==> src/hdl/hrd_pkg.sv <==
// ----------------------------------------------------------------------------
// hrd_pkg
// Shared types and constants of the HID report to make/break event bridge.
// ----------------------------------------------------------------------------
package hrd_pkg;

	localparam int SLOTS         = 4;
	localparam int KEY_POSITIONS = 6;

	localparam int SLOT_W = (SLOTS > 1) ? $clog2(SLOTS) : 1;
	localparam int KEYS_W = 8 * KEY_POSITIONS;
	// step counter covers press/release of every key position and the eight modifier steps
	localparam int STEP_W = (2 * KEY_POSITIONS > 8) ? $clog2(2 * KEY_POSITIONS) : 3;
	localparam int POS_W  = STEP_W - 1;

	localparam logic [STEP_W-1:0] STEP_KEY_LAST = STEP_W'(2 * KEY_POSITIONS - 1);
	localparam logic [STEP_W-1:0] STEP_MOD_LAST = STEP_W'(7);
	localparam logic [STEP_W-1:0] STEP_BTN_LAST = STEP_W'(2);

	localparam logic [1:0] CMD_KBD   = 2'd0;
	localparam logic [1:0] CMD_MOUSE = 2'd1;
	localparam logic [1:0] CMD_DISC  = 2'd2;
	localparam logic [1:0] CMD_CLEAR = 2'd3;

	localparam logic [2:0] EV_KEY    = 3'd0;
	localparam logic [2:0] EV_MOD    = 3'd1;
	localparam logic [2:0] EV_BTN    = 3'd2;
	localparam logic [2:0] EV_MOTION = 3'd3;
	localparam logic [2:0] EV_LED    = 3'd4;

	typedef enum logic [2:0] {
		ST_IDLE,
		ST_KEYS,
		ST_MODS,
		ST_LED,
		ST_BTNS,
		ST_MOTION,
		ST_FLUSH
	} state_t;

	typedef struct packed {
		logic [2:0]        kind;
		logic [7:0]        code;
		logic              is_press;
		logic signed [7:0] motion_x;
		logic signed [7:0] motion_y;
		logic              led_caps;
	} event_t;

	// sequencer to output stage
	typedef struct packed {
		logic   push;
		logic   finish;
		event_t evt;
	} queue_req_t;

	// output stage to sequencer
	typedef struct packed {
		logic push_ok;
		logic flush_ok;
	} queue_rsp_t;

endpackage

==> src/hdl/hrd_in_if.sv <==
// ----------------------------------------------------------------------------
// hrd_in_if
// Report channel: one HID report or slot command per item.
// ----------------------------------------------------------------------------
interface hrd_in_if;
	logic                     valid;
	logic                     ready;
	logic [1:0]               command;
	logic [3:0]               slot;
	logic [7:0]               modifier_bits;
	logic [47:0]              keycodes;
	logic                     has_led_sink;
	logic                     caps_lock_on;
	logic [2:0]               mouse_buttons;
	logic signed [7:0]        move_x;
	logic signed [7:0]        move_y;

	modport source (
		output valid, command, slot, modifier_bits, keycodes, has_led_sink,
			caps_lock_on, mouse_buttons, move_x, move_y,
		input  ready
	);

	modport sink (
		input  valid, command, slot, modifier_bits, keycodes, has_led_sink,
			caps_lock_on, mouse_buttons, move_x, move_y,
		output ready
	);
endinterface

==> src/hdl/hrd_out_if.sv <==
// ----------------------------------------------------------------------------
// hrd_out_if
// Event channel: one make/break, motion or LED event per item.
// ----------------------------------------------------------------------------
interface hrd_out_if;
	logic              valid;
	logic              ready;
	logic [2:0]        event_kind;
	logic [7:0]        event_code;
	logic              is_press;
	logic signed [7:0] motion_x;
	logic signed [7:0] motion_y;
	logic              led_caps;
	logic              last_event;

	modport source (
		output valid, event_kind, event_code, is_press, motion_x, motion_y,
			led_caps, last_event,
		input  ready
	);

	modport sink (
		input  valid, event_kind, event_code, is_press, motion_x, motion_y,
			led_caps, last_event,
		output ready
	);
endinterface

==> src/hdl/hid_report_diff_event_bridge.sv <==
// ----------------------------------------------------------------------------
// hid_report_diff_event_bridge
// Turns HID boot keyboard and mouse reports into make/break events by
// comparing each report with the last one saved for its slot.
// ----------------------------------------------------------------------------
// path: item captured into working copies, then hold stage, then output register;
//   each event waits in the hold stage until the next event or the item's end
// throughput: one diff step per cycle through the shared compare unit unless
//   the output stalls; keyboard: keys, modifiers, LED; mouse: buttons, motion;
//   disconnect: keys, modifiers, buttons; slot reset or invalid slot: none
// reset: all slots clear to zero at once, no events pending
// ----------------------------------------------------------------------------
module hid_report_diff_event_bridge
	import hrd_pkg::*;
(
	input  logic      clk,
	input  logic      arst_n,
	hrd_in_if.sink    req,
	hrd_out_if.source evt
);

	state_t            state_q;
	state_t            state_d;
	logic [STEP_W-1:0] step_q;
	logic [STEP_W-1:0] step_d;
	logic [1:0]        cmd_q;

	logic [7:0]        sv_mods_q [SLOTS];
	logic [KEYS_W-1:0] sv_keys_q [SLOTS];
	logic [2:0]        sv_btns_q [SLOTS];
	logic              sv_led_q  [SLOTS];

	logic [7:0]        old_mods_q;
	logic [KEYS_W-1:0] old_keys_q;
	logic [2:0]        old_btns_q;
	logic              old_led_q;
	logic [7:0]        new_mods_q;
	logic [KEYS_W-1:0] new_keys_q;
	logic [2:0]        new_btns_q;
	logic              caps_q;
	logic              sink_q;
	logic signed [7:0] mx_q;
	logic signed [7:0] my_q;

	logic              take;
	logic              slot_ok;
	logic [SLOT_W-1:0] sidx;
	logic              cand_valid;
	event_t            cand;
	logic              advance;
	queue_req_t        qreq;
	queue_rsp_t        qrsp;

	assign req.ready = state_q == ST_IDLE;
	assign take      = req.valid && req.ready;
	assign slot_ok   = {1'b0, req.slot} < 5'(SLOTS);
	assign sidx      = req.slot[SLOT_W-1:0];

	hrd_step_unit u_step (
		.state      (state_q),
		.step       (step_q),
		.old_mods   (old_mods_q),
		.old_keys   (old_keys_q),
		.old_btns   (old_btns_q),
		.old_led    (old_led_q),
		.new_mods   (new_mods_q),
		.new_keys   (new_keys_q),
		.new_btns   (new_btns_q),
		.caps       (caps_q),
		.sink       (sink_q),
		.mx         (mx_q),
		.my         (my_q),
		.cand_valid (cand_valid),
		.cand       (cand)
	);

	hrd_event_queue u_queue (
		.clk    (clk),
		.arst_n (arst_n),
		.req    (qreq),
		.rsp    (qrsp),
		.evt    (evt)
	);

	// sequencer outputs
	always_comb begin
		qreq.push   = cand_valid;
		qreq.finish = state_q == ST_FLUSH;
		qreq.evt    = cand;
		advance     = !cand_valid || qrsp.push_ok;
	end

	// next state
	always_comb begin
		state_d = state_q;
		step_d  = step_q;
		unique case (state_q)
			ST_IDLE: begin
				step_d = '0;
				if (take && slot_ok) begin
					if (req.command == CMD_KBD || req.command == CMD_DISC) begin
						state_d = ST_KEYS;
					end else if (req.command == CMD_MOUSE) begin
						state_d = ST_BTNS;
					end
				end
			end
			ST_KEYS: begin
				if (advance) begin
					if (step_q == STEP_KEY_LAST) begin
						state_d = ST_MODS;
						step_d  = '0;
					end else begin
						step_d = step_q + STEP_W'(1);
					end
				end
			end
			ST_MODS: begin
				if (advance) begin
					if (step_q == STEP_MOD_LAST) begin
						state_d = (cmd_q == CMD_KBD) ? ST_LED : ST_BTNS;
						step_d  = '0;
					end else begin
						step_d = step_q + STEP_W'(1);
					end
				end
			end
			ST_LED: begin
				if (advance) begin
					state_d = ST_FLUSH;
				end
			end
			ST_BTNS: begin
				if (advance) begin
					if (step_q == STEP_BTN_LAST) begin
						state_d = (cmd_q == CMD_MOUSE) ? ST_MOTION : ST_FLUSH;
						step_d  = '0;
					end else begin
						step_d = step_q + STEP_W'(1);
					end
				end
			end
			ST_MOTION: begin
				if (advance) begin
					state_d = ST_FLUSH;
				end
			end
			ST_FLUSH: begin
				if (qrsp.flush_ok) begin
					state_d = ST_IDLE;
				end
			end
			default: begin
				state_d = ST_IDLE;
			end
		endcase
	end

	always_ff @(posedge clk or negedge arst_n) begin
		if (!arst_n) begin
			state_q <= ST_IDLE;
			step_q  <= '0;
			cmd_q   <= CMD_KBD;
		end else begin
			state_q <= state_d;
			step_q  <= step_d;
			if (take) begin
				cmd_q <= req.command;
			end
		end
	end

	// slot store, updated as soon as the old copy is captured
	always_ff @(posedge clk or negedge arst_n) begin
		if (!arst_n) begin
			for (int s = 0; s < SLOTS; s++) begin
				sv_mods_q[s] <= '0;
				sv_keys_q[s] <= '0;
				sv_btns_q[s] <= '0;
				sv_led_q[s]  <= 1'b0;
			end
		end else if (take && slot_ok) begin
			unique case (req.command)
				CMD_KBD: begin
					sv_mods_q[sidx] <= req.modifier_bits;
					sv_keys_q[sidx] <= req.keycodes[KEYS_W-1:0];
					sv_led_q[sidx]  <= req.caps_lock_on;
				end
				CMD_MOUSE: begin
					sv_btns_q[sidx] <= req.mouse_buttons;
				end
				CMD_DISC, CMD_CLEAR: begin
					sv_mods_q[sidx] <= '0;
					sv_keys_q[sidx] <= '0;
					sv_btns_q[sidx] <= '0;
					sv_led_q[sidx]  <= 1'b0;
				end
				default: begin
					sv_led_q[sidx] <= sv_led_q[sidx];
				end
			endcase
		end
	end

	// working copies of the old and new report
	always_ff @(posedge clk) begin
		if (take && slot_ok) begin
			old_mods_q <= sv_mods_q[sidx];
			old_keys_q <= sv_keys_q[sidx];
			old_btns_q <= sv_btns_q[sidx];
			old_led_q  <= sv_led_q[sidx];
			caps_q     <= req.caps_lock_on;
			sink_q     <= req.has_led_sink;
			mx_q       <= req.move_x;
			my_q       <= req.move_y;
			// disconnect diffs against an empty report
			if (req.command == CMD_DISC) begin
				new_mods_q <= '0;
				new_keys_q <= '0;
				new_btns_q <= '0;
			end else begin
				new_mods_q <= req.modifier_bits;
				new_keys_q <= req.keycodes[KEYS_W-1:0];
				new_btns_q <= req.mouse_buttons;
			end
		end
	end

endmodule

==> src/hdl/hrd_step_unit.sv <==
// ----------------------------------------------------------------------------
// hrd_step_unit
// Shared compare unit: evaluates one step of the report diff and tells
// whether it yields an event, and which.
// ----------------------------------------------------------------------------
module hrd_step_unit
	import hrd_pkg::*;
(
	input  state_t            state,
	input  logic [STEP_W-1:0] step,
	input  logic [7:0]        old_mods,
	input  logic [KEYS_W-1:0] old_keys,
	input  logic [2:0]        old_btns,
	input  logic              old_led,
	input  logic [7:0]        new_mods,
	input  logic [KEYS_W-1:0] new_keys,
	input  logic [2:0]        new_btns,
	input  logic              caps,
	input  logic              sink,
	input  logic signed [7:0] mx,
	input  logic signed [7:0] my,
	output logic              cand_valid,
	output event_t            cand
);

	function automatic logic key_held(input logic [KEYS_W-1:0] keys, input logic [7:0] code);
		logic hit;
		hit = 1'b0;
		for (int p = 0; p < KEY_POSITIONS; p++) begin
			if (keys[8*p +: 8] == code) begin
				hit = 1'b1;
			end
		end
		return hit;
	endfunction

	logic [POS_W-1:0] pos;
	logic [7:0]       new_key;
	logic [7:0]       old_key;
	logic [2:0]       bit_idx;
	logic [7:0]       mask;
	logic             nb;
	logic             ob;
	logic [1:0]       btn_idx;
	logic [2:0]       btn_mask;

	assign pos     = step[STEP_W-1:1];
	assign new_key = new_keys[8*pos +: 8];
	assign old_key = old_keys[8*pos +: 8];
	assign bit_idx = step[2:0];
	assign btn_idx = step[1:0];

	always_comb begin
		mask = 8'h01 << bit_idx;
		// merged ctrl on step zero, single modifier bits after it
		if (bit_idx == 3'd0) begin
			nb = (new_mods & 8'h11) != 8'h00;
			ob = (old_mods & 8'h11) != 8'h00;
		end else begin
			nb = (new_mods & mask) != 8'h00;
			ob = (old_mods & mask) != 8'h00;
		end
	end

	// button order left, middle, right maps onto hid bits 0, 2, 1
	always_comb begin
		case (btn_idx)
			2'd0:    btn_mask = 3'b001;
			2'd1:    btn_mask = 3'b100;
			default: btn_mask = 3'b010;
		endcase
	end

	always_comb begin
		cand_valid = 1'b0;
		cand       = '0;
		unique case (state)
			ST_KEYS: begin
				cand.kind = EV_KEY;
				if (!step[0]) begin
					cand.code     = new_key;
					cand.is_press = 1'b1;
					cand_valid    = (new_key != 8'h00) && !key_held(old_keys, new_key);
				end else begin
					cand.code     = old_key;
					cand.is_press = 1'b0;
					cand_valid    = (old_key != 8'h00) && !key_held(new_keys, old_key);
				end
			end
			ST_MODS: begin
				cand.kind     = EV_MOD;
				cand.code     = mask;
				cand.is_press = nb;
				cand_valid    = nb != ob;
			end
			ST_LED: begin
				cand.kind     = EV_LED;
				cand.led_caps = caps;
				cand_valid    = sink && (old_led != caps);
			end
			ST_BTNS: begin
				cand.kind     = EV_BTN;
				cand.code     = {6'd0, btn_idx};
				cand.is_press = (new_btns & btn_mask) != 3'b000;
				cand_valid    = ((new_btns & btn_mask) != 3'b000) !=
					((old_btns & btn_mask) != 3'b000);
			end
			ST_MOTION: begin
				cand.kind     = EV_MOTION;
				cand.motion_x = mx;
				cand.motion_y = my;
				cand_valid    = (mx != 8'sd0) || (my != 8'sd0);
			end
			default: begin
				cand_valid = 1'b0;
			end
		endcase
	end

endmodule

==> src/hdl/hrd_event_queue.sv <==
// ----------------------------------------------------------------------------
// hrd_event_queue
// Holds the newest event back by one so the final event of an item can be
// marked, and drives the output register.
// ----------------------------------------------------------------------------
module hrd_event_queue
	import hrd_pkg::*;
(
	input  logic         clk,
	input  logic         arst_n,
	input  queue_req_t   req,
	output queue_rsp_t   rsp,
	hrd_out_if.source    evt
);

	logic   hold_valid_q;
	event_t hold_q;
	logic   out_valid_q;
	event_t out_q;
	logic   out_last_q;
	logic   out_free;
	logic   move_out;

	assign out_free     = !out_valid_q || evt.ready;
	assign rsp.push_ok  = !hold_valid_q || out_free;
	assign rsp.flush_ok = !hold_valid_q || out_free;
	// held item leaves when displaced by a newer one or at the end of the item
	assign move_out     = hold_valid_q && out_free && (req.push || req.finish);

	always_ff @(posedge clk or negedge arst_n) begin
		if (!arst_n) begin
			hold_valid_q <= 1'b0;
			out_valid_q  <= 1'b0;
		end else begin
			if (req.push && rsp.push_ok) begin
				hold_valid_q <= 1'b1;
			end else if (move_out) begin
				hold_valid_q <= 1'b0;
			end
			if (move_out) begin
				out_valid_q <= 1'b1;
			end else if (evt.ready) begin
				out_valid_q <= 1'b0;
			end
		end
	end

	always_ff @(posedge clk) begin
		if (req.push && rsp.push_ok) begin
			hold_q <= req.evt;
		end
		if (move_out) begin
			out_q      <= hold_q;
			out_last_q <= !req.push;
		end
	end

	assign evt.valid      = out_valid_q;
	assign evt.event_kind = out_q.kind;
	assign evt.event_code = out_q.code;
	assign evt.is_press   = out_q.is_press;
	assign evt.motion_x   = out_q.motion_x;
	assign evt.motion_y   = out_q.motion_y;
	assign evt.led_caps   = out_q.led_caps;
	assign evt.last_event = out_last_q;

endmodule
==> src/flat_wrapper.sv <==
// flat-port wrapper written by rule: the top's interface ports become plain ports
module hid_report_diff_event_bridge_flat import hrd_pkg::*;
  (clk, arst_n, req_valid, req_command, req_slot, req_modifier_bits, req_keycodes, req_has_led_sink, req_caps_lock_on, req_mouse_buttons, req_move_x, req_move_y, req_ready, evt_valid, evt_event_kind, evt_event_code, evt_is_press, evt_motion_x, evt_motion_y, evt_led_caps, evt_last_event, evt_ready);
  hrd_in_if req_i ();
  hrd_out_if evt_i ();
  input  logic clk;
  input  logic arst_n;
  input wire logic [$bits(req_i.valid)-1:0] req_valid;
  input wire logic [$bits(req_i.command)-1:0] req_command;
  input wire logic [$bits(req_i.slot)-1:0] req_slot;
  input wire logic [$bits(req_i.modifier_bits)-1:0] req_modifier_bits;
  input wire logic [$bits(req_i.keycodes)-1:0] req_keycodes;
  input wire logic [$bits(req_i.has_led_sink)-1:0] req_has_led_sink;
  input wire logic [$bits(req_i.caps_lock_on)-1:0] req_caps_lock_on;
  input wire logic [$bits(req_i.mouse_buttons)-1:0] req_mouse_buttons;
  input wire logic [$bits(req_i.move_x)-1:0] req_move_x;
  input wire logic [$bits(req_i.move_y)-1:0] req_move_y;
  output wire logic [$bits(req_i.ready)-1:0] req_ready;
  output wire logic [$bits(evt_i.valid)-1:0] evt_valid;
  output wire logic [$bits(evt_i.event_kind)-1:0] evt_event_kind;
  output wire logic [$bits(evt_i.event_code)-1:0] evt_event_code;
  output wire logic [$bits(evt_i.is_press)-1:0] evt_is_press;
  output wire logic [$bits(evt_i.motion_x)-1:0] evt_motion_x;
  output wire logic [$bits(evt_i.motion_y)-1:0] evt_motion_y;
  output wire logic [$bits(evt_i.led_caps)-1:0] evt_led_caps;
  output wire logic [$bits(evt_i.last_event)-1:0] evt_last_event;
  input wire logic [$bits(evt_i.ready)-1:0] evt_ready;
  assign req_i.valid = req_valid;
  assign req_i.command = req_command;
  assign req_i.slot = req_slot;
  assign req_i.modifier_bits = req_modifier_bits;
  assign req_i.keycodes = req_keycodes;
  assign req_i.has_led_sink = req_has_led_sink;
  assign req_i.caps_lock_on = req_caps_lock_on;
  assign req_i.mouse_buttons = req_mouse_buttons;
  assign req_i.move_x = req_move_x;
  assign req_i.move_y = req_move_y;
  assign req_ready = req_i.ready;
  assign evt_valid = evt_i.valid;
  assign evt_event_kind = evt_i.event_kind;
  assign evt_event_code = evt_i.event_code;
  assign evt_is_press = evt_i.is_press;
  assign evt_motion_x = evt_i.motion_x;
  assign evt_motion_y = evt_i.motion_y;
  assign evt_led_caps = evt_i.led_caps;
  assign evt_last_event = evt_i.last_event;
  assign evt_i.ready = evt_ready;
  hid_report_diff_event_bridge u_core (.clk(clk), .arst_n(arst_n), .req(req_i), .evt(evt_i));
endmodule
==> config.mk <==
export PLATFORM = sky130hd
export DESIGN_NAME = hid_report_diff_event_bridge_flat
export DESIGN_NICKNAME = d
export VERILOG_FILES = /design/src/hdl/hrd_pkg.sv /design/src/hdl/hrd_in_if.sv /design/src/hdl/hrd_out_if.sv /design/src/hdl/hid_report_diff_event_bridge.sv /design/src/hdl/hrd_step_unit.sv /design/src/hdl/hrd_event_queue.sv /design/src/flat_wrapper.sv
export SDC_FILE = /design/constraint.sdc
export NUM_CORES = 1
export LEC_CHECK = 0
export BUFFER_PORTS_ARGS = -buffer_cell sky130_fd_sc_hd__buf_2
export CORE_MARGIN = 4
export CORE_UTILIZATION = 35
export CTS_CLUSTER_DIAMETER = 120
export DETAILED_ROUTE_END_ITERATION = 10
export HOLD_SLACK_MARGIN = 0.02
export PLACE_DENSITY = 0.61
export SYNTH_ARGS = -nofsm -noshare
export SYNTH_HDL_FRONTEND = slang
export SYNTH_SLANG_ARGS = --single-unit
==> constraint.sdc <==
create_clock -name clk -period 6.2 [get_ports clk]
set_input_delay 0.62 -clock clk [delete_from_list [all_inputs] [get_ports clk]]
set_output_delay 0.62 -clock clk [all_outputs]
set_load 0.02 [all_outputs]
==> reports/metrics.csv, run 1 <==
stage;metric;value;unit
status;run status;finished, final reports clean;
synth;FFs w/ async S/R, synth;0.562;
critical_path;CP startpoint kind;flip-flop;
detailed_routing;DRT iter0 DRCs;1067;
detailed_routing;1st-pass router iterations;6;
power_and_ir_drop;Leak;9.07;nW
clock_tree;H-tree levels;2;
global_route;vias in the first global route;12700;
clock_tree;CTS Hold Bufs;0;
synth;average cell area after synthesis;12.5;µm²
synth;post-synthesis sequential area ratio;0.612;
synth;top-count cell post-synth;nand2_1;
synth;mapped cell area;19900;µm²
synth;Post-synth EDFFs;196;
detailed_routing;Vias;12700;
synth;Area contributors post-synth;dfrtp_1 (32%), edfxtp_1 (30%), mux4_2 (7.7%), o21ai_0 (6.2%), nand2_1 (5.9%);
critical_path;critical path's slowest cell;a21oi_2;
critical_path;critical path type;flip-flop to flip-flop;
sta;period utilization;0.695;
sta;Worst Tran Pin Value;1.10;ns
min_path;Hold Crit Class;input port to async pin;
detailed_routing;remaining antenna violation count;0;
detailed_routing;routed length per instance;20.8;µm
critical_path;crit path cell chain;inv_1 > nor2_2 > a21oi_2 > xnor2_1 > nor4_1 > a22oi_1 > o21ai_1 > o311a_4 > nand2_1 > and3b_1 > buf_4;
clock_tree;worst skew pair latency;0.59;ns
job;maxcap violations;0;
place;GPL Wtd Cong;0.937;
global_route;GRT Total Usage;0.167;
clock_tree;CTS tree;yes;
floorplan;die height;246;µm
layout;area grow syn2layout;13.9;%
synth;Synth Net Count;1690;
critical_path;crit end category;flip-flop;
critical_path;CP Max Fanout;30;
floorplan;Initial Util;0.353;
clock_tree;Root Driver;clkbuf_16;
global_route;initial antenna violation count;3;
clock_tree;Resize count post-CTS;0;
sta;RSZ-0062 raised after global routing;false;
place;DPL Wire Length;34100;µm
floorplan;core box area;56300;µm²
detailed_routing;Routed WL;51400;µm
detailed_routing;Remaining DRCs;0;
clock_tree;CTS Buf Count;47;
global_route;global-route wire length before repair;77900;µm
power_and_ir_drop;P per Cell Area;401;nW/µm²
critical_path;Worst EP arrival;4.55;ns
power_and_ir_drop;VDD IR-drop max;0.238;mV
global_route;gr ovfl total;0;
sta;fmax;232;MHz
critical_path;required time of the critical path;6.44;ns
synth;post-synth top area share;0.316;
synth;most area-hungry cell type in the Yosys netlist;dfrtp_1;
clock_tree;clock sink count;447;
synth;Ys Warns;0;
sta;Final setup viols;0;
sta;TNS Setup;0;ns
sta;Hold Fails Final Rpt;0;
layout;number of nets in the layout;1768;
clock_tree;clock buffer depth;3;
layout;FILL cells;5308;
synth;most frequent cells after synthesis;nand2_1 (311), dfrtp_1 (251), o21ai_0 (245), edfxtp_1 (196), clkbuf_1 (76);
sta;skew final;0.0269;ns
clock_tree;Worst-path clk slew;0.06;ns
sta;Slew Viols, Final;0;
detailed_routing;drt via density;5.14;
power_and_ir_drop;overall power;9.09;mW
synth;Synth Instances;1597;
critical_path;critical path's largest stage delay;0.71;ns
synth;ys flop type;dfrtp_1;
sta;Slew Limit Headroom;0.266;
synth;post-synthesis cell type count;62;
place;port bufs;118;
global_route;largest net degree at the start of global routing;161;
sta;min Tclk post-route;4.31;ns
floorplan;IO Pins;119;
floorplan;Die Area;60700;µm²
clock_tree;Post-CTS Setup Bufs;0;
floorplan;Die W;246;µm
layout;share of cells above drive strength 1;0.191;
floorplan;num rows;87;
synth;number of synthesized register bits;447;
## flip-flops by register name, indices dropped and copies added (netlist names), 4 cells and up
name,count
u_core.mx_q,8
u_core.sv_led_q,4
u_core.sv_mods_q,32
u_core.sv_keys_q,192
u_core.old_keys_q,48
u_core.u_queue.hold_q,29
u_core.sv_btns_q,12
u_core.u_queue.evt.event_code,8
u_core.step_q,4
u_core.u_queue.evt.motion_y,8
u_core.my_q,8
u_core.old_mods_q,8
u_core.u_queue.evt.motion_x,8
u_core.new_keys_q,48
u_core.new_mods_q,8
## through the flow
step	instances	hold WS, ns	cell area, µm²	setup slack, ns	util
6_report	2470	0.0441	22700	1.89	0.402
5_1_grt	2469	0.102	22600	1.68	0.402
4_1_cts	2469	0.0650	22600	1.92	0.402
3_5_place_dp	2382	0.405	21100	1.97	0.375
3_3_place_gp	2382	0.405	21100	1.94	0.375
2_1_floorplan	1597	0.324	19900	1.43	-
## routing by layer
metal	track usage	vias up	share of wire
met5	0	-	0.00045
met4	0.0574	4	0.030
met3	0.0295	94	0.056
met2	0.261	388	0.46
met1	0.235	6364	0.45
li1	-	5851	-
## worst max-delay path, delay by kind of cell, from the launching register on
kind                   cells  cell delay, ns
XOR/XNOR                   1            0.20
flip-flops                 1            0.61
AO/OA/AOI/OAI              4            1.58
buffers and inverters      2            0.98
AND/OR/NAND/NOR            4            0.59
## cell families after synthesis
kind of cell    Yosys count  synth area share
compound gates          305            0.0867
mux                     131             0.113
flops                   447             0.612
simple gates            487             0.111
fa+ha+maj                 6           0.00377
xor+xnor                 99            0.0436
buf+inv                 122            0.0304
## cell usage in the layout (no fill, tap or decap), types with 4 or more instances in the layout
| cell type | instances |
|---|---|
| clkbuf_8 | 6 |
| clkbuf_1 | 11 |
| a22o_1 | 6 |
| xor2_1 | 54 |
| buf_2 | 116 |
| mux2_2 | 24 |
| and3_1 | 18 |
| inv_1 | 9 |
| nor2b_1 | 9 |
| o21ai_0 | 245 |
| buf_4 | 22 |
| xnor2_1 | 45 |
| a21oi_1 | 11 |
| nand2_1 | 308 |
| and2_1 | 59 |
| nand4_1 | 18 |
| nor3_1 | 6 |
| mux2_4 | 10 |
| nor4_1 | 13 |
| mux2i_1 | 27 |
| edfxtp_1 | 196 |
| clkinv_2 | 7 |
| mux4_2 | 68 |
| nor2_1 | 21 |
| nand2b_1 | 19 |
| ha_1 | 6 |
| bufinv_16 | 4 |
| clkbuf_16 | 47 |
| dfrtp_1 | 250 |
| clkinv_1 | 8 |
| a222oi_1 | 7 |
## cell type report
cell class	count	area [µm²]	share of cell area
Tap cell	756	946	0.0418
Clock inverter	23	245	0.0108
Inverter	11	46.3	0.00204
Multi-Input combinational cell	1028	7160	0.316
Antenna cell	1	2.50	0.000110
Sequential cell	447	12200	0.537
Clock buffer	64	1300	0.0574
Timing Repair Buffer	140	781	0.0345
## report_power, final
part / switching, mW / leakage, nW / internal (mW)
sequential: 0.363 / 5.24 / 3.88
combinational: 1.21 / 3.08 / 0.817
clock: 1.17 / 0.755 / 1.64
## final timing paths
check                                                            start  slack (ns)                                    endpoint  depth (start not counted)
worst max-delay path                      u_core.step_q[2]$_DFFE_PN0P_        1.89  u_core.u_queue.evt.event_kind[1]$_DFFE_PP_                         11
worst min-delay path                                            arst_n        0.04            u_core.sv_keys_q[74]$_DFFE_PN0P_                          1
worst max register to register            u_core.step_q[2]$_DFFE_PN0P_        1.89  u_core.u_queue.evt.event_kind[1]$_DFFE_PP_                         11
worst min register to register  u_core.u_queue.hold_q[7]$_SDFFCE_PP0P_        0.41    u_core.u_queue.evt.motion_y[6]$_DFFE_PP_                          0
max in group asynchronous                                       arst_n        4.81            u_core.sv_mods_q[14]$_DFFE_PN0P_                          2
min in group clk                                         req_move_y[7]        0.20                    u_core.my_q[7]$_DFFE_PP_                          1
No activity file was read; power rests on OpenSTA's default activity.
==> run 2: changes to the inputs <==
--- a/config.mk
+++ b/config.mk
@@ -11,7 +11,7 @@
 export CTS_CLUSTER_DIAMETER = 120
 export DETAILED_ROUTE_END_ITERATION = 10
 export HOLD_SLACK_MARGIN = 0.02
-export PLACE_DENSITY = 0.61
+export PLACE_DENSITY = 0.63
 export SYNTH_ARGS = -nofsm -noshare
 export SYNTH_HDL_FRONTEND = slang
 export SYNTH_SLANG_ARGS = --single-unit
==> constraint.sdc (replaced) <==
create_clock -name clk -period 3.9 [get_ports clk]
set_input_delay 0.39 -clock clk [delete_from_list [all_inputs] [get_ports clk]]
set_output_delay 0.39 -clock clk [all_outputs]
set_load 0.02 [all_outputs]
==> reports/metrics.csv, run 2 (synthesized netlist as in run 1, its figures left out) <==
stage;metric;value;unit;change
sta;Worst Tran Pin Value;1.08;ns;-0.0184 ns
layout;most common cell after layout, fill and taps aside;nand2_1;;
clock_tree;worst skew pair latency;0.58;ns;about the same
layout;max reg flops;192;;unchanged
layout;commonest cells after routing, fill and taps aside;nand2_1 (307), dfrtp_1 (250), o21ai_0 (245), edfxtp_1 (196), buf_2 (116);;
layout;register bank with the most flops;u_core.sv_keys_q;;
critical_path;crit path cell chain;buf_12 > buf_4 > inv_1 > ha_1 > inv_1 > o41ai_1 > xnor2_1 > o221a_2 > o311a_4 > nand2_1 > and3b_1 > buf_12;;
clock_tree;CTS Buf Count;46;;-2.1%
sta;period utilization;0.922;;+0.227
global_route;initial antenna violation count;2;;-1
detailed_routing;Remaining DRCs;0;;unchanged
critical_path;required time of the critical path;4.22;ns;-2.22 ns
place;GPL Wtd Cong;0.948;;+1.1%
clock_tree;clock sink count;447;;unchanged
floorplan;Initial Util;0.353;;unchanged
power_and_ir_drop;Leak;9.26;nW;+2.1%
global_route;vias in the first global route;13000;;+2.7%
critical_path;CP Max Fanout;30;;unchanged
critical_path;critical path type;flip-flop to flip-flop;;
detailed_routing;1st-pass router iterations;5;;-1
global_route;largest net degree at the start of global routing;121;;-25%
clock_tree;Root Driver;clkbuf_16;;
critical_path;WP buf/inv;5;;+3
critical_path;r2r setup slk;0.30;ns;-1.58 ns
layout;area grow syn2layout;15.8;%;
sta;skew final;0.0225;ns;-0.00432 ns
place;Place WS;0.420;ns;-1.55 ns
floorplan;num rows;87;;unchanged
sta;fmax;278;MHz;+20%
min_path;Hold Crit Class;input port to flip-flop;;
global_route;GRT Total Usage;0.172;;+0.00517
critical_path;Worst EP arrival;3.91;ns;-0.64 ns
critical_path;critical path's largest stage delay;0.64;ns;-0.07 ns
sta;Slew Viols, Final;0;;unchanged
clock_tree;Resize count post-CTS;0;;unchanged
detailed_routing;Routed WL;51900;µm;+1.1%
layout;Largest regs;u_core.sv_keys_q x192, u_core.new_keys_q x48, u_core.old_keys_q x48;;
place;DPL Wire Length;35600;µm;+4.4%
critical_path;Levels on crit path;12;;+1
layout;number of nets in the layout;1807;;+2.2%
sta;Final WS setup;0.305;ns;-1.58 ns
global_route;global-route wire length before repair;80300;µm;+3.0%
sta;Hold Fails Final Rpt;0;;unchanged
detailed_routing;Vias;12800;;+1.1%
sta;RSZ-0062 raised after global routing;false;;
clock_tree;H-tree levels;2;;unchanged
critical_path;CP startpoint kind;flip-flop;;
critical_path;critical path's slowest cell;o41ai_1;;
status;run status;finished, final reports clean;;
job;maxcap violations;0;;unchanged
detailed_routing;drt via density;5.12;;-0.48%
clock_tree;Worst-path clk slew;0.06;ns;about the same
sta;min Tclk post-route;3.60;ns;-0.716 ns
floorplan;die height;246;µm;unchanged
clock_tree;CTS Hold Bufs;19;;+19
floorplan;IO Pins;119;;unchanged
clock_tree;clock buffer depth;3;;unchanged
floorplan;Die W;246;µm;unchanged
sta;TNS Setup;0;ns;unchanged
critical_path;crit end category;flip-flop;;
power_and_ir_drop;overall power;14.3;mW;+58%
clock_tree;Post-CTS Setup Bufs;0;;unchanged
sta;Final setup viols;0;;unchanged
global_route;gr ovfl total;0;;unchanged
place;port bufs;118;;unchanged
floorplan;core box area;56300;µm²;unchanged
power_and_ir_drop;VDD IR-drop max;0.403;mV;+69%
detailed_routing;routed length per instance;20.7;µm;-0.46%
layout;share of cells above drive strength 1;0.198;;+0.00717
power_and_ir_drop;P per Cell Area;622;nW/µm²;+55%
layout;n_diodes;0;;-1
min_path;Cells on Worst Hold Path;2;;
detailed_routing;DRT iter0 DRCs;996;;-6.7%
floorplan;Die Area;60700;µm²;unchanged
critical_path;Top delay family on crit path;compound AO/OA/AOI/OAI gates;;
clock_tree;CTS tree;yes;;
detailed_routing;remaining antenna violation count;0;;unchanged
critical_path;R2R cell count;12;;+1
sta;Slew Limit Headroom;0.276;;+0.00971
run 2: changes by cell type in the layout (fill, tap and decap cells not counted), sizes merged, moves of 2 or more:
cell | before | now
buf | 140 | 161
dlygate4sd3 | 0 | 19
clkinv | 17 | 22
bufinv | 4 | 1
inv | 12 | 10
run 2: per-layer routing:
metal | GRT usage | vias to the layer above | share of wire
met1 | 0.243 | 6394 | 0.45
li1 | - | 5934 | -
met4 | 0.0529 | 4 | 0.028
met2 | 0.270 | 414 | 0.46
met5 | 0 | - | 0.00040
met3 | 0.0328 | 89 | 0.065
run 2: worst paths after layout:
path | startpoint | end
max | u_core.step_q[1]$_DFFE_PN0P_ | u_core.u_queue.evt.event_code[5]$_DFFE_PP_
min | req_keycodes[43] | u_core.new_keys_q[43]$_SDFFCE_PP0P_
max reg2reg | u_core.step_q[1]$_DFFE_PN0P_ | u_core.u_queue.evt.event_code[5]$_DFFE_PP_
min reg2reg | u_core.u_queue.hold_q[17]$_SDFFCE_PN0P_ | u_core.u_queue.evt.is_press$_DFFE_PP_
max in group asynchronous | arst_n | u_core.u_queue.hold_valid_q$_DFFE_PN0P_
min in group asynchronous | arst_n | u_core.sv_keys_q[173]$_DFFE_PN0P_
run 2: area by class of cell:
cell class | count | area (µm²)
Clock inverter | 23 | 151
Multi-Input combinational cell | 1028 | 7160
Clock buffer | 63 | 1290
Timing Repair Buffer | 180 | 1280
Fill cell | 5271 | 33200
Tap cell | 756 | 946
Sequential cell | 447 | 12200
Inverter | 11 | 45.0
run 2: stage by stage:
step | instance area [µm²] | util | cells | hold slack, ns
floorplan | 19900 | - | 1597 | 0.0944
global placement | 21400 | 0.380 | 2403 | 0.401
global route | 23000 | 0.409 | 2508 | 0.101
detailed placement | 21400 | 0.380 | 2403 | 0.405
finish | 23000 | 0.409 | 2508 | 0.111
CTS | 23000 | 0.409 | 2508 | 0.0785
run 2: report_power, final:
| part | switching [mW] | total (mW) | internal (mW) | leakage [nW] |
|---|---|---|---|---|
| Sequential | 0.491 | 6.66 | 6.17 | 5.24 |
| Clock | 1.82 | 4.20 | 2.38 | 0.713 |
| Combinational | 2.04 | 3.48 | 1.44 | 3.30 |
run 2: worst reg2reg max path, cell delays in order (launching register included):
cell,delay (ns)
dfrtp_2,0.49
buf_12,0.19
buf_4,0.17
inv_1,0.11
ha_1,0.35
inv_1,0.14
o41ai_1,0.64
xnor2_1,0.20
o221a_2,0.28
o311a_4,0.30
nand2_1,0.09
and3b_1,0.20
buf_12,0.17
==> run 3: changes to the inputs <==
--- a/config.mk
+++ b/config.mk
@@ -11,7 +11,8 @@
 export CTS_CLUSTER_DIAMETER = 120
 export DETAILED_ROUTE_END_ITERATION = 10
 export HOLD_SLACK_MARGIN = 0.02
-export PLACE_DENSITY = 0.63
+export PLACE_DENSITY = 0.62
 export SYNTH_ARGS = -nofsm -noshare
 export SYNTH_HDL_FRONTEND = slang
+export SYNTH_HIERARCHICAL = 1
 export SYNTH_SLANG_ARGS = --single-unit
==> reports/metrics.csv, run 3 <==
stage;metric;value;unit;change
status;run status;finished, final reports clean;;
global_route;vias in the first global route;13700;;+5.4%
layout;Core Util, Final;0.415;;+0.00540
detailed_routing;Remaining DRCs;0;;unchanged
critical_path;Worst R2R End;u_core/state_q[0]$_DFFE_PN0P_;;
clock_tree;clock buffer depth;3;;unchanged
global_route;largest net degree at the start of global routing;102;;-16%
synth;most frequent cells after synthesis;dfrtp_1 (251), edfxtp_1 (196), mux2_2 (115), xnor2_1 (82), mux2_4 (76);;
place;post-placement cell count;2365;;-1.6%
detailed_routing;routed length per instance;23.1;µm;+12%
clock_tree;H-tree levels;2;;unchanged
critical_path;Worst EP arrival;4.19;ns;+0.28 ns
layout;register bank with the most flops;u_core/sv_keys_q;;
critical_path;CP startpoint kind;flip-flop;;
layout;fin cells;2473;;-1.4%
detailed_routing;Routed WL;57200;µm;+10%
clock_tree;clock sink count;447;;unchanged
critical_path;crit end category;flip-flop;;
detailed_routing;Vias;13000;;+0.92%
sta;fmax;268;MHz;-3.6%
floorplan;Die Area;65900;µm²;+8.5%
critical_path;end point of the critical path;u_core/state_q[0]$_DFFE_PN0P_;;
power_and_ir_drop;VDD IR-drop max;0.297;mV;-26%
critical_path;CP Max Fanout;11;;-63%
place;GPL Wtd Cong;0.912;;-3.8%
synth;post-synth top area share;0.290;;-0.0256
critical_path;critical path's largest stage delay;0.56;ns;-0.08 ns
global_route;initial antenna violation count;0;;-2
critical_path;WP buf/inv;2;;-3
synth;Synth Net Count;1569;;-7.2%
layout;n_diodes;0;;unchanged
sta;Hold Fails Final Rpt;0;;unchanged
layout;max reg flops;192;;unchanged
clock_tree;Root Driver;clkbuf_16;;
sta;Slew Viols, Final;0;;unchanged
synth;FFs w/ async S/R, synth;0.562;;unchanged
synth;post-synthesis cell type count;69;;+11%
place;port bufs;118;;unchanged
place;Placed Instance Area;23400;µm²;+9.5%
floorplan;IO Pins;119;;unchanged
layout;share of cells above drive strength 1;0.332;;+0.134
clock_tree;worst skew pair latency;0.58;ns;about the same
floorplan;num rows;90;;+3.4%
floorplan;die height;257;µm;+4.2%
layout;area of the multi-input gates;8970;µm²;+25%
detailed_routing;1st-pass router iterations;4;;-1
floorplan;core box area;60800;µm²;+8.1%
critical_path;critical path's slowest cell;mux4_2;;
power_and_ir_drop;clock network power share;0.294;;about the same
synth;number of synthesized register bits;447;;unchanged
critical_path;required time of the critical path;4.36;ns;+0.14 ns
sta;Final setup viols;0;;unchanged
global_route;GRT Total Usage;0.172;;+0.000177
clock_tree;CTS Buf Count;48;;+4.3%
critical_path;Setup crit start;u_core/step_q[1]$_DFFE_PN0P_;;
detailed_routing;drt via density;5.24;;+2.3%
critical_path;R2R cell count;13;;+1
synth;Synth Instances;1479;;-7.4%
synth;ys flop type;dfrtp_1;;
synth;average cell area after synthesis;14.6;µm²;+17%
detailed_routing;remaining antenna violation count;0;;unchanged
critical_path;Top delay family on crit path;compound AO/OA/AOI/OAI gates;;
layout;most common cell after layout, fill and taps aside;dfrtp_1;;
synth;most area-hungry cell type in the Yosys netlist;dfrtp_1;;
place;DPL Wire Length;40000;µm;+12%
job;maxcap violations;0;;unchanged
critical_path;Levels on crit path;13;;+1
power_and_ir_drop;Net Sw Frac;0.298;;-0.00503
synth;top-count cell post-synth;dfrtp_1;;
sta;skew final;0.0231;ns;+0.000515 ns
detailed_routing;DRT iter0 DRCs;817;;-18%
clock_tree;CTS tree;yes;;
global_route;global-route wire length before repair;87500;µm;+9.0%
clock_tree;Worst-path clk slew;0.06;ns;about the same
layout;number of nets in the layout;1742;;-3.6%
critical_path;critical path type;flip-flop to flip-flop;;
layout;Design Area, Final;25200;µm²;+9.5%
layout;sequential cell area;12200;µm²;about the same
power_and_ir_drop;Sequential Power Share;0.438;;-0.027
min_path;hold path startpoint;req_caps_lock_on;;
layout;area grow syn2layout;16.5;%;
layout;commonest cells after routing, fill and taps aside;dfrtp_1 (249), edfxtp_1 (196), buf_2 (116), mux2_2 (115), xnor2_1 (82);;
place;Place WS;-0.205;ns;-0.625 ns
synth;mapped cell area;21600;µm²;+8.8%
power_and_ir_drop;internal cell power;10.6;mW;+6.2%
power_and_ir_drop;Leak;10.6;nW;+15%
critical_path;r2r setup slk;0.17;ns;-0.13 ns
sta;Slew Limit Headroom;0.417;;+0.142
layout;FILL cells;5532;;+5.0%
critical_path;crit path cell chain;buf_12 > buf_12 > mux4_2 > a21o_1 > xor2_1 > nor4_1 > nand2_1 > o2111ai_1 > o311ai_4 > nand2b_1 > nor3b_1 > a2111oi_2 > mux2_1;;
min_path;Hold Crit Class;input port to flip-flop;;
floorplan;Initial Util;0.356;;+0.00249
layout;Largest regs;u_core/sv_keys_q x192, u_core/new_keys_q x48, u_core/old_keys_q x48;;
power_and_ir_drop;combinational share of power;0.269;;+0.026
sta;RSZ-0062 raised after global routing;false;;
synth;Area contributors post-synth;dfrtp_1 (29%), edfxtp_1 (27%), mux4_2 (7.4%), mux2_2 (6.0%), mux2_4 (5.3%);;
synth;post-synthesis sequential area ratio;0.562;;-0.0495
sta;Final WS setup;0.172;ns;-0.132 ns
sta;period utilization;0.956;;+0.0339
global_route;gr ovfl total;0;;unchanged
critical_path;RR Startpoint;u_core/step_q[1]$_DFFE_PN0P_;;
sta;Worst Tran Pin Value;0.874;ns;-0.209 ns
power_and_ir_drop;P per Cell Area;599;nW/µm²;-3.7%
power_and_ir_drop;Sw Pwr;4.51;mW;+3.7%
synth;Ys Warns;6;;+6
critical_path;Most Frequent Cell on Critical Path;buf_12;;
floorplan;Die W;257;µm;+4.2%
sta;min Tclk post-route;3.73;ns;+0.132 ns
synth;Post-synth EDFFs;196;;unchanged
## run 3: changes by cell type in the layout (fill, tap and decap cells not counted), sizes merged, moves of 16 or more
cell / before / now
buf: 161 / 197
mux2: 36 / 236
nand2: 311 / 42
nor2b: 9 / 74
nor3: 6 / 22
o21ai: 248 / 30
xnor2: 45 / 82
## run 3: layout make-up
cell class / count / share of cell area
multi-input cells: 925 / 0.355
repair buffers: 215 / 0.0602
flip-flops and latches: 447 / 0.483
clock buffers: 68 / 0.0530
inverters: 15 / 0.00238
clock inverters: 21 / 0.00759
well taps: 782 / 0.0388
## run 3: how the worst min path moves through the flow
| stage | depth (start not counted) | endpoint |
|---|---|---|
| 2_1_floorplan | 0 | u_core/cmd_q[0]$_DFFE_PN0P_ |
| 3_3_place_gp | 0 | u_core/u_queue/evt.motion_y[0]$_DFFE_PP_ |
| 3_5_place_dp | 0 | u_core/u_queue/evt.motion_x[2]$_DFFE_PP_ |
| 4_1_cts | 1 | u_core/caps_q$_DFFE_PP_ |
| 5_1_grt | 1 | u_core/caps_q$_DFFE_PP_ |
| 6_report | 1 | u_core/caps_q$_DFFE_PP_ |
## run 3: through the flow
stage | power [mW] | TNS (ns) | hold WS [ns]
4_1_cts | 15.2 | 0 | 0.0237
3_3_place_gp | 10.6 | -0.213 | 0.403
3_5_place_dp | 10.7 | -0.376 | 0.405
6_report | 15.1 | 0 | 0.0569
5_1_grt | 15.9 | 0 | 0.0374
2_1_floorplan | 9.30 | 0 | 0.0944
## run 3: what timing repair did
item                                    4_1_cts  5_1_grt
endpoints found under the setup margin        4        4
setup buffers                                 1        0
gates resized for setup                       4        6
hold buffers                                 18        0
endpoints found under the hold margin       114        0
pin swaps                                     0        1
gates cloned                                  0        0
## run 3: routing by layer
layer	vias to the layer above	global-route usage	share of wire	wire [µm]
li1	5803	-	-	-
met1	6781	0.245	0.46	26300
met2	291	0.274	0.47	27000
met3	78	0.0227	0.042	2400
met4	0	0.0564	0.027	1550
met5	-	0	0	0
## run 3: logic make-up after synthesis
| logic type | Yosys count | synth area share |
|---|---|---|
| flops | 447 | 0.562 |
| mux | 346 | 0.231 |
| simple gates | 319 | 0.0853 |
| xor+xnor | 137 | 0.0554 |
| compound gates | 120 | 0.0372 |
| buf+inv | 107 | 0.0275 |
| fa+ha+maj | 3 | 0.00173 |
## run 3: power groups by stage
stage | registers [mW] | clock network (mW) | logic [mW]
finish | 6.61 | 4.44 | 4.07
global route | 6.71 | 4.76 | 4.38
CTS | 6.61 | 4.58 | 4.06
detailed placement | 6.71 | 0 | 3.98
global placement | 6.66 | 0 | 3.92
floorplan | 6.75 | 0 | 2.55
